**src/hdl/mlr_pkg.sv**
```systemverilog
`default_nettype none
// ----------------------------------------------------------------------------
// mlr_pkg
// Shared types and constants for the midpoint line rasterizer.
// ----------------------------------------------------------------------------
package mlr_pkg;

    localparam int COORD_BITS = 12;
    localparam int DEC_BITS   = COORD_BITS + 4;

    typedef logic signed [COORD_BITS-1:0] t_coord;
    typedef logic        [COORD_BITS-1:0] t_dist;
    typedef logic        [DEC_BITS-1:0]   t_dec;

    localparam t_coord COORD_ONE = t_coord'(1);

    typedef enum logic {
        CMD_START   = 1'b0,
        CMD_ADVANCE = 1'b1
    } t_cmd;

    typedef enum logic [1:0] {
        MODE_SHALLOW = 2'd0,
        MODE_STEEP   = 2'd1,
        MODE_VERT    = 2'd2
    } t_mode;

    typedef struct packed {
        t_cmd   cmd;
        t_coord xa;
        t_coord ya;
        t_coord xb;
        t_coord yb;
    } t_in_req;

    typedef struct packed {
        t_coord px;
        t_coord py;
        logic   last;
    } t_out_req;

    // Classified request handed from the front to the back
    typedef struct packed {
        logic   is_start;
        t_coord x0;
        t_coord y0;
        t_dist  dx;
        t_dist  dya;
        logic   y_neg;
        t_mode  mode;
        t_dec   dec;
    } t_job;

endpackage
`default_nettype wire

```
**src/hdl/mlr_front.sv**
```systemverilog
`default_nettype none
// ----------------------------------------------------------------------------
// mlr_front
// Takes requests, orders endpoints by x, and works out deltas, line mode and
// the initial doubled decision value.
// ----------------------------------------------------------------------------
module mlr_front import mlr_pkg::*; (
    input  wire logic    i_clk,
    input  wire logic    i_rst_n,
    input  wire logic    i_valid,
    input  wire t_in_req i_req,
    output logic         o_stall,
    output logic         o_job_valid,
    output t_job         o_job,
    input  wire logic    i_q_full
);

    logic                  r_valid;
    t_job                  r_job;
    t_job                  n_job;
    logic                  w_swap;
    t_coord                w_x0;
    t_coord                w_y0;
    t_coord                w_x1;
    t_coord                w_y1;
    logic [COORD_BITS:0]   w_dx_full;
    logic [COORD_BITS:0]   w_dy_full;
    logic [COORD_BITS:0]   w_dy_neg;
    t_dist                 w_dx;
    t_dist                 w_dya;
    logic                  w_take;

    assign o_stall     = r_valid && i_q_full;
    assign w_take      = i_valid && !o_stall;
    assign o_job_valid = r_valid;
    assign o_job       = r_job;

    always_comb begin
        // equal x keeps the first endpoint as the start
        w_swap    = $signed(i_req.xa) > $signed(i_req.xb);
        w_x0      = w_swap ? i_req.xb : i_req.xa;
        w_y0      = w_swap ? i_req.yb : i_req.ya;
        w_x1      = w_swap ? i_req.xa : i_req.xb;
        w_y1      = w_swap ? i_req.ya : i_req.yb;
        w_dx_full = {w_x1[COORD_BITS-1], w_x1} - {w_x0[COORD_BITS-1], w_x0};
        w_dy_full = {w_y1[COORD_BITS-1], w_y1} - {w_y0[COORD_BITS-1], w_y0};
        w_dy_neg  = -w_dy_full;
        w_dx      = w_dx_full[COORD_BITS-1:0];
        w_dya     = w_dy_full[COORD_BITS] ? w_dy_neg[COORD_BITS-1:0]
                                          : w_dy_full[COORD_BITS-1:0];

        n_job          = '0;
        n_job.is_start = (i_req.cmd == CMD_START);
        n_job.x0       = w_x0;
        n_job.y0       = w_y0;
        n_job.dx       = w_dx;
        n_job.dya      = w_dya;
        n_job.y_neg    = w_dy_full[COORD_BITS];
        if (w_dx == '0) begin
            n_job.mode = MODE_VERT;
            n_job.dec  = '0;
        end else if (w_dya <= w_dx) begin
            n_job.mode = MODE_SHALLOW;
            n_job.dec  = {3'b000, w_dya, 1'b0} - {4'b0000, w_dx};
        end else begin
            n_job.mode = MODE_STEEP;
            n_job.dec  = {3'b000, w_dx, 1'b0} - {4'b0000, w_dya};
        end
    end

    always_ff @(posedge i_clk) begin
        if (!i_rst_n) begin
            r_valid <= 1'b0;
        end else if (!o_stall) begin
            r_valid <= i_valid;
        end
        if (w_take) begin
            r_job <= n_job;
        end
    end

endmodule
`default_nettype wire

```
**src/hdl/mlr_queue.sv**
```systemverilog
`default_nettype none
// ----------------------------------------------------------------------------
// mlr_queue
// Short register queue of classified requests between front and back.
// ----------------------------------------------------------------------------
module mlr_queue import mlr_pkg::*; #(
    parameter int DEPTH = 2
) (
    input  wire logic i_clk,
    input  wire logic i_rst_n,
    input  wire logic i_push,
    input  wire t_job i_job,
    output logic      o_full,
    input  wire logic i_pop,
    output logic      o_valid,
    output t_job      o_job
);

    localparam int AW = (DEPTH > 1) ? $clog2(DEPTH) : 1;
    localparam int CW = $clog2(DEPTH + 1);

    t_job          r_mem [DEPTH];
    logic [AW-1:0] r_wr;
    logic [AW-1:0] r_rd;
    logic [CW-1:0] r_cnt;
    logic          w_push;
    logic          w_pop;

    assign o_full  = (r_cnt == CW'(DEPTH));
    assign o_valid = (r_cnt != '0);
    assign o_job   = r_mem[r_rd];
    assign w_push  = i_push && !o_full;
    assign w_pop   = i_pop && o_valid;

    always_ff @(posedge i_clk) begin
        if (!i_rst_n) begin
            r_wr  <= '0;
            r_rd  <= '0;
            r_cnt <= '0;
        end else begin
            if (w_push) begin
                r_wr <= (r_wr == AW'(DEPTH - 1)) ? '0 : r_wr + AW'(1);
            end
            if (w_pop) begin
                r_rd <= (r_rd == AW'(DEPTH - 1)) ? '0 : r_rd + AW'(1);
            end
            case ({w_push, w_pop})
                2'b10:   r_cnt <= r_cnt + CW'(1);
                2'b01:   r_cnt <= r_cnt - CW'(1);
                default: r_cnt <= r_cnt;
            endcase
        end
        if (w_push) begin
            r_mem[r_wr] <= i_job;
        end
    end

endmodule
`default_nettype wire

```
**src/hdl/mlr_back.sv**
```systemverilog
`default_nettype none
// ----------------------------------------------------------------------------
// mlr_back
// Line walker: holds the current pixel and decision value, steps one pixel
// per request, and drives the output register.
// ----------------------------------------------------------------------------
module mlr_back import mlr_pkg::*; (
    input  wire logic i_clk,
    input  wire logic i_rst_n,
    input  wire logic i_q_valid,
    input  wire t_job i_job,
    output logic      o_pop,
    output logic      o_valid,
    output t_out_req  o_res,
    input  wire logic i_stall
);

    logic     r_active;
    t_dist    r_left;
    t_coord   r_x;
    t_coord   r_y;
    t_dec     r_dec;
    t_dist    r_dx;
    t_dist    r_dya;
    logic     r_y_neg;
    t_mode    r_mode;
    logic     r_o_valid;
    t_out_req r_out;

    logic     n_active;
    t_dist    n_left;
    t_coord   n_x;
    t_coord   n_y;
    t_dec     n_dec;
    logic     w_take;
    logic     w_emit;
    logic     w_pos;
    t_coord   w_y_step;
    t_dist    w_steps;
    t_dec     w_two_dx;
    t_dec     w_two_dya;

    assign w_take    = i_q_valid && (!r_o_valid || !i_stall);
    assign o_pop     = w_take;
    assign o_valid   = r_o_valid;
    assign o_res     = r_out;
    assign w_pos     = !r_dec[DEC_BITS-1] && (r_dec != '0);
    assign w_y_step  = r_y_neg ? (r_y - COORD_ONE) : (r_y + COORD_ONE);
    assign w_two_dx  = {3'b000, r_dx, 1'b0};
    assign w_two_dya = {3'b000, r_dya, 1'b0};
    assign w_steps   = (i_job.mode == MODE_SHALLOW) ? i_job.dx : i_job.dya;

    always_comb begin
        n_active = r_active;
        n_left   = r_left;
        n_x      = r_x;
        n_y      = r_y;
        n_dec    = r_dec;
        w_emit   = 1'b0;
        if (i_job.is_start) begin
            n_x      = i_job.x0;
            n_y      = i_job.y0;
            n_dec    = i_job.dec;
            n_left   = w_steps;
            n_active = (w_steps != '0);
            w_emit   = 1'b1;
        end else if (r_active) begin
            case (r_mode)
                MODE_SHALLOW: begin
                    n_x   = r_x + COORD_ONE;
                    n_y   = w_pos ? w_y_step : r_y;
                    n_dec = r_dec + w_two_dya - (w_pos ? w_two_dx : '0);
                end
                MODE_STEEP: begin
                    n_x   = w_pos ? (r_x + COORD_ONE) : r_x;
                    n_y   = w_y_step;
                    n_dec = r_dec + w_two_dx - (w_pos ? w_two_dya : '0);
                end
                default: begin
                    n_y = w_y_step;
                end
            endcase
            n_left   = r_left - t_dist'(1);
            n_active = (n_left != '0);
            w_emit   = 1'b1;
        end
    end

    always_ff @(posedge i_clk) begin
        if (!i_rst_n) begin
            r_active  <= 1'b0;
            r_left    <= '0;
            r_mode    <= MODE_SHALLOW;
            r_o_valid <= 1'b0;
        end else begin
            if (w_take) begin
                r_active <= n_active;
                r_left   <= n_left;
                if (i_job.is_start) begin
                    r_mode <= i_job.mode;
                end
            end
            if (!r_o_valid || !i_stall) begin
                r_o_valid <= w_take && w_emit;
            end
        end
        if (w_take) begin
            r_x   <= n_x;
            r_y   <= n_y;
            r_dec <= n_dec;
            if (i_job.is_start) begin
                r_dx    <= i_job.dx;
                r_dya   <= i_job.dya;
                r_y_neg <= i_job.y_neg;
            end
            if (w_emit) begin
                r_out.px   <= n_x;
                r_out.py   <= n_y;
                r_out.last <= !n_active;
            end
        end
    end

endmodule
`default_nettype wire

```
**src/hdl/midpoint_line_rasterizer.sv**
```systemverilog
`default_nettype none
// ----------------------------------------------------------------------------
// midpoint_line_rasterizer
// Midpoint line rasterizer: a start request emits the left endpoint, each
// advance request on an active line emits the next pixel, last on the final one.
//
//   channel  dir  handshake          payload
//   request  in   i_valid / o_stall  i_req (t_in_req)
//   pixel    out  o_valid / i_stall  o_res (t_out_req)
//
// One request per clock while the output is not stalled; a request passes the
// front register, the queue and the output register before its pixel leaves.
// The back walks the line with one add and compare on the decision value.
// Synchronous active-low reset clears the queue, the line and the output.
// Output stalls back up through the queue; the front stalls only when the
// queue is full.
// ----------------------------------------------------------------------------
module midpoint_line_rasterizer import mlr_pkg::*; #(
    parameter int QUEUE_DEPTH = 2
) (
    input  wire logic    i_clk,
    input  wire logic    i_rst_n,
    input  wire logic    i_valid,
    input  wire t_in_req i_req,
    output logic         o_stall,
    output logic         o_valid,
    output t_out_req     o_res,
    input  wire logic    i_stall
);

    logic w_job_valid;
    t_job w_job;
    logic w_q_full;
    logic w_q_push;
    logic w_q_valid;
    t_job w_q_job;
    logic w_q_pop;

    assign w_q_push = w_job_valid && !w_q_full;

    mlr_front u_front (
        .i_clk       (i_clk),
        .i_rst_n     (i_rst_n),
        .i_valid     (i_valid),
        .i_req       (i_req),
        .o_stall     (o_stall),
        .o_job_valid (w_job_valid),
        .o_job       (w_job),
        .i_q_full    (w_q_full)
    );

    mlr_queue #(
        .DEPTH (QUEUE_DEPTH)
    ) u_queue (
        .i_clk   (i_clk),
        .i_rst_n (i_rst_n),
        .i_push  (w_q_push),
        .i_job   (w_job),
        .o_full  (w_q_full),
        .i_pop   (w_q_pop),
        .o_valid (w_q_valid),
        .o_job   (w_q_job)
    );

    mlr_back u_back (
        .i_clk     (i_clk),
        .i_rst_n   (i_rst_n),
        .i_q_valid (w_q_valid),
        .i_job     (w_q_job),
        .o_pop     (w_q_pop),
        .o_valid   (o_valid),
        .o_res     (o_res),
        .i_stall   (i_stall)
    );

    // reset leaves no pixel pending and the input open
    a_reset_clears: assert property (@(posedge i_clk)
        !i_rst_n |=> (!o_valid && !o_stall))
        else $error("output or stall active after reset");

    // back never takes from an empty queue
    a_pop_nonempty: assert property (@(posedge i_clk) disable iff (!i_rst_n)
        w_q_pop |-> w_q_valid)
        else $error("pop from empty queue");

    // front stalls only when it holds a request the full queue cannot take
    a_stall_full: assert property (@(posedge i_clk) disable iff (!i_rst_n)
        o_stall |-> (w_job_valid && w_q_full && !w_q_push))
        else $error("stall without a full queue");

endmodule
`default_nettype wire
```
**config.mk**
```make
export PLATFORM = sky130hd
export DESIGN_NAME = midpoint_line_rasterizer
export DESIGN_NICKNAME = d
export VERILOG_FILES = /design/src/hdl/mlr_pkg.sv /design/src/hdl/mlr_front.sv /design/src/hdl/mlr_queue.sv /design/src/hdl/mlr_back.sv /design/src/hdl/midpoint_line_rasterizer.sv
export SDC_FILE = /design/constraint.sdc
export NUM_CORES = 1
export LEC_CHECK = 0
export ABC_CLOCK_PERIOD_IN_PS = 7500
export BUFFER_PORTS_ARGS = -buffer_cell sky130_fd_sc_hd__clkbuf_2
export CAP_MARGIN = 30
export CELL_PAD_IN_SITES_DETAIL_PLACEMENT = 1
export CELL_PAD_IN_SITES_GLOBAL_PLACEMENT = 2
export CORE_MARGIN = 3
export CORE_UTILIZATION = 35
export CTS_CLUSTER_SIZE = 10
export DETAILED_ROUTE_END_ITERATION = 16
export PLACE_DENSITY = 0.74
export REMOVE_ABC_BUFFERS = 1
export SKIP_CTS_REPAIR_TIMING = 1
export SLEW_MARGIN = 25
export SYNTH_ARGS = -nofsm -noshare
export SYNTH_HDL_FRONTEND = slang
export SYNTH_SLANG_ARGS = --single-unit
```
**constraint.sdc**
```tcl
create_clock -name i_clk -period 7.5 [get_ports i_clk]
set_input_delay 1.125 -clock i_clk [delete_from_list [all_inputs] [get_ports i_clk]]
set_output_delay 1.125 -clock i_clk [all_outputs]
set_load 0.05 [all_outputs]
```
==> metrics <==
power share of the sequential group=about a third; post-synthesis cell area=about 0.018 mm2; CTS buffer count=38; post-synthesis xor/xnor area fraction=4.507%; Die ar.=0.05480 mm2; number of buffers added on ports=79; Worst-path clk slew=approximately 0.050 ns; cell mode on critical path=a21o_1; post-synthesis cell type count=86; synth top area cells=edfxtp_1, ha_1, inv_1, fa_1, mux2i_1; share of layout cells above drive strength 1=13.61%; CP Data Arrival Time=around 7.3 ns; first-pass GRT wire length=76780 um; placed cells=2431; Die Width=234.1 um; Hold Crit Depth=0; post-synthesis simple-gate area fraction=11.30%; commonest non-fill, non-tap cell in the layout=edfxtp_1; power per cell area=421.1 mW/mm2; Adder-Cell Fraction of Synth Area=about 10%; Final #Nets=roughly 2000; GRT Util Overall=about 18%; Worst Hold Path EP=u_queue.r_mem[1][34]; 1st-iter DRT viols=673; clock root buffer=clkbuf_16; min-delay src=u_front.o_job[34]; Net Sw Frac=40.85%; LEAKAGE=8.312 nW; minimum clock period=7.011 ns; buffers and inverters on the worst path=4; Most used DFF post-synth=edfxtp_1; post-synthesis compound-gate area fraction=approximately 14%; Via density=5.130; maximum VDD drop=0.0002040 V; Final WS setup=0.4894 ns; mux cell area share after synthesis=4.933%; max-cap viol count=0; H-tree lvl count=2; Die Span Y=234.1 um; Logic pwr share=about half; post-detail-place hpwl=~37000 um; TNS Setup=0 ns; Non-Filler Instances=around 2500; Setup Crit Path Kind=in2reg; status=finished, final reports clean; R2R Path Start=u_back.r_dec[15]; Core ar.=0.05079 mm2; Worst Hold Class=reg2reg; crit start category=primary input; Multi-input gate area=0.008199 mm2; Synth area leader=edfxtp_1; Ys Warns=0; number of diodes=0; Tcrit/Tclk final=93.48%; WL final=48370 um; First-pass DRT Iterations=5; critical path's top delay family=compound AO/OA/AOI/OAI gates; R2R setup slack=1.87 ns; Fmax achieved=between 100 and 150 MHz; P_sw=between 0.003 and 0.004 W; Reg area=0.009092 mm2; antenna viol nets, final=0; Seq cells post-synth=310; Syn Area/Cell=10.87 um2; largest family of logic cells by synthesized area=compound AO/OA/AOI/OAI gates; CTS sink cnt=310; Post-synth EDFFs=288; TritonCTS clock tree=done; gp weighted congestion=0.8291; clk_lat worst skew=0.54 ns; vias in the first global route=between 10000 and 15000; slew margin rel.=36.97%; Synth top area share=between 40% and 50%; initial antenna violation count=1; GRT overflow=0; Setup crit end kind=flip-flop; commonest non-fill, non-tap cells in the layout=edfxtp_1, inv_1, nand2_1; Cell Int Power=0.005185 W; worst r2r path cells=23; clock tree buffer depth=3; Initial Utilization=35.86%; Clock Power Share=19.0%; # setup viols final=0; DRC violation count after routing=0; Clock Skews=0.02146 ns; largest net degree at the start of global routing=67; per-cell routed wire length=19.40 um; Place WS=-0.05625 ns; Layout area overhead=14.31%; Mapped Cells=approximately 1700; Max Slew Vio Count=0; Fill cells=approximately 5600; routed vias=roughly 13000; RSZ-0062 raised after global routing=no; final hold vios=0; Worst path slowest cell=a2111oi_0; Critical R2R Capture=u_back.r_dec[15]; critical path peak fanout=6; slowest stage delay, CP=0.38 ns; register area share after synthesis=between 40 and 50%; Final Power=0.008766 W; Required @ worst endpoint=7.78 ns; num ports=80; row count=82; fraction of registers with async set/reset=0%; Least-Margin Pin Slew=~0.95 ns
==> flip-flops by register name, indices dropped and copies added, names as in the netlist, 12 cells and up, named ones only <==
signal         cells
u_back.r_dya      12
u_back.r_y        12
u_back.o_res      25
u_back.r_dx       12
u_queue.r_mem    132
u_back.r_left     12
u_back.r_dec      16
u_back.r_x        12
u_front.o_job     66
==> worst reg2reg max path: stages, from the launching register on <==
cell      delay, ns
edfxtp_1       0.40
inv_1          0.09
ha_1           0.15
nor4b_1        0.27
a41oi_1        0.33
inv_2          0.46
nor2_1         0.11
fa_1           0.58
inv_1          0.07
fa_1           0.41
a21o_1         0.18
a21oi_1        0.23
o21ai_0        0.12
a21oi_1        0.25
o21ai_0        0.11
a21oi_1        0.24
o21ai_0        0.14
a21oi_1        0.22
o21ai_0        0.13
a21oi_1        0.23
o21ai_0        0.14
a31oi_1        0.25
xnor2_1        0.15
a21oi_1        0.08
==> logic make-up after synthesis <==
kind of cell	Yosys count
xor+xnor	89
mux	86
buf+inv	244
flops	310
fa+ha+maj	129
simple gates	428
compound gates	389
==> area by class of cell <==
type                            instances  share of cell area [%]
Clock buffer                           56                   5.091
Timing Repair Buffer                  133                   4.033
Tap cell                              672                   4.039
Sequential cell                       310                   43.68
Multi-Input combinational cell       1121                   39.39
Inverter                              196                   3.534
Clock inverter                          6                  0.2284
==> layer usage <==
layer,wire [um],global-route usage [%],part of all wire [%],vias to the layer above
met1,22730,23.96,47,6298
met5,8,0,0.017,-
met4,1367,5.662,2.8,2
met2,22760,30.31,47,182
li1,-,-,-,6245
met3,1506,2.575,3.1,67
==> synthesized netlist by cell type, types with 5 or more instances <==
cell type,count
a21o_1,16
nand3_1,19
and2_1,8
mux2_2,30
dfxtp_1,22
fa_1,29
o21bai_1,15
or3_1,7
nand2_1,130
o211a_1,6
nor2b_1,34
mux2i_1,56
and4_1,5
nand4_1,9
a221oi_1,9
a211o_1,9
buf_6,6
a21oi_1,93
xor2_1,31
a211oi_1,22
nand2b_1,27
ha_1,88
and3_1,10
o31ai_1,7
nor2_1,127
buf_1,7
xnor2_1,55
clkbuf_1,29
edfxtp_1,288
o211ai_1,15
inv_1,193
o21a_1,11
nor4_1,8
maj3_1,11
o21ai_0,111
a31oi_1,12
a22oi_1,7
nor3_1,21
a21boi_0,10
==> power groups by stage <==
stage,Clock [W],Combinational (W),Sequential [W]
final,0.00167,0.00434,0.00276
after global routing,0.00179,0.00494,0.00280
after detailed placement,0,0.00436,0.00280
after floorplan,0,0.00299,0.00288
after CTS,0.00172,0.00439,0.00277
after global placement,0,0.00425,0.00277
==> worst max path at each step <==
stage                     startpoint           endpoint  slack (ns)  cells past startpoint
after floorplan            i_req[20]  u_front.o_job[11]        0.04                     30
after global placement     i_req[16]  u_front.o_job[11]        0.13                     32
after detailed placement   i_req[16]  u_front.o_job[11]       -0.06                     32
after CTS                  i_req[16]  u_front.o_job[12]        0.52                     32
after global routing       i_req[16]  u_front.o_job[11]        0.03                     32
final                      i_req[16]  u_front.o_job[11]        0.49                     32
==> per-stage QoR <==
step           util [%]  area, um2  hold slack, ns
2_1_floorplan         -      17970          0.4215
3_3_place_gp      38.69      19650          0.4227
3_5_place_dp      38.76      19680          0.4329
4_1_cts           40.94      20790          0.4404
5_1_grt           40.99      20820          0.4531
6_report          40.99      20820          0.4419
Power figures use the tool's default switching activity.
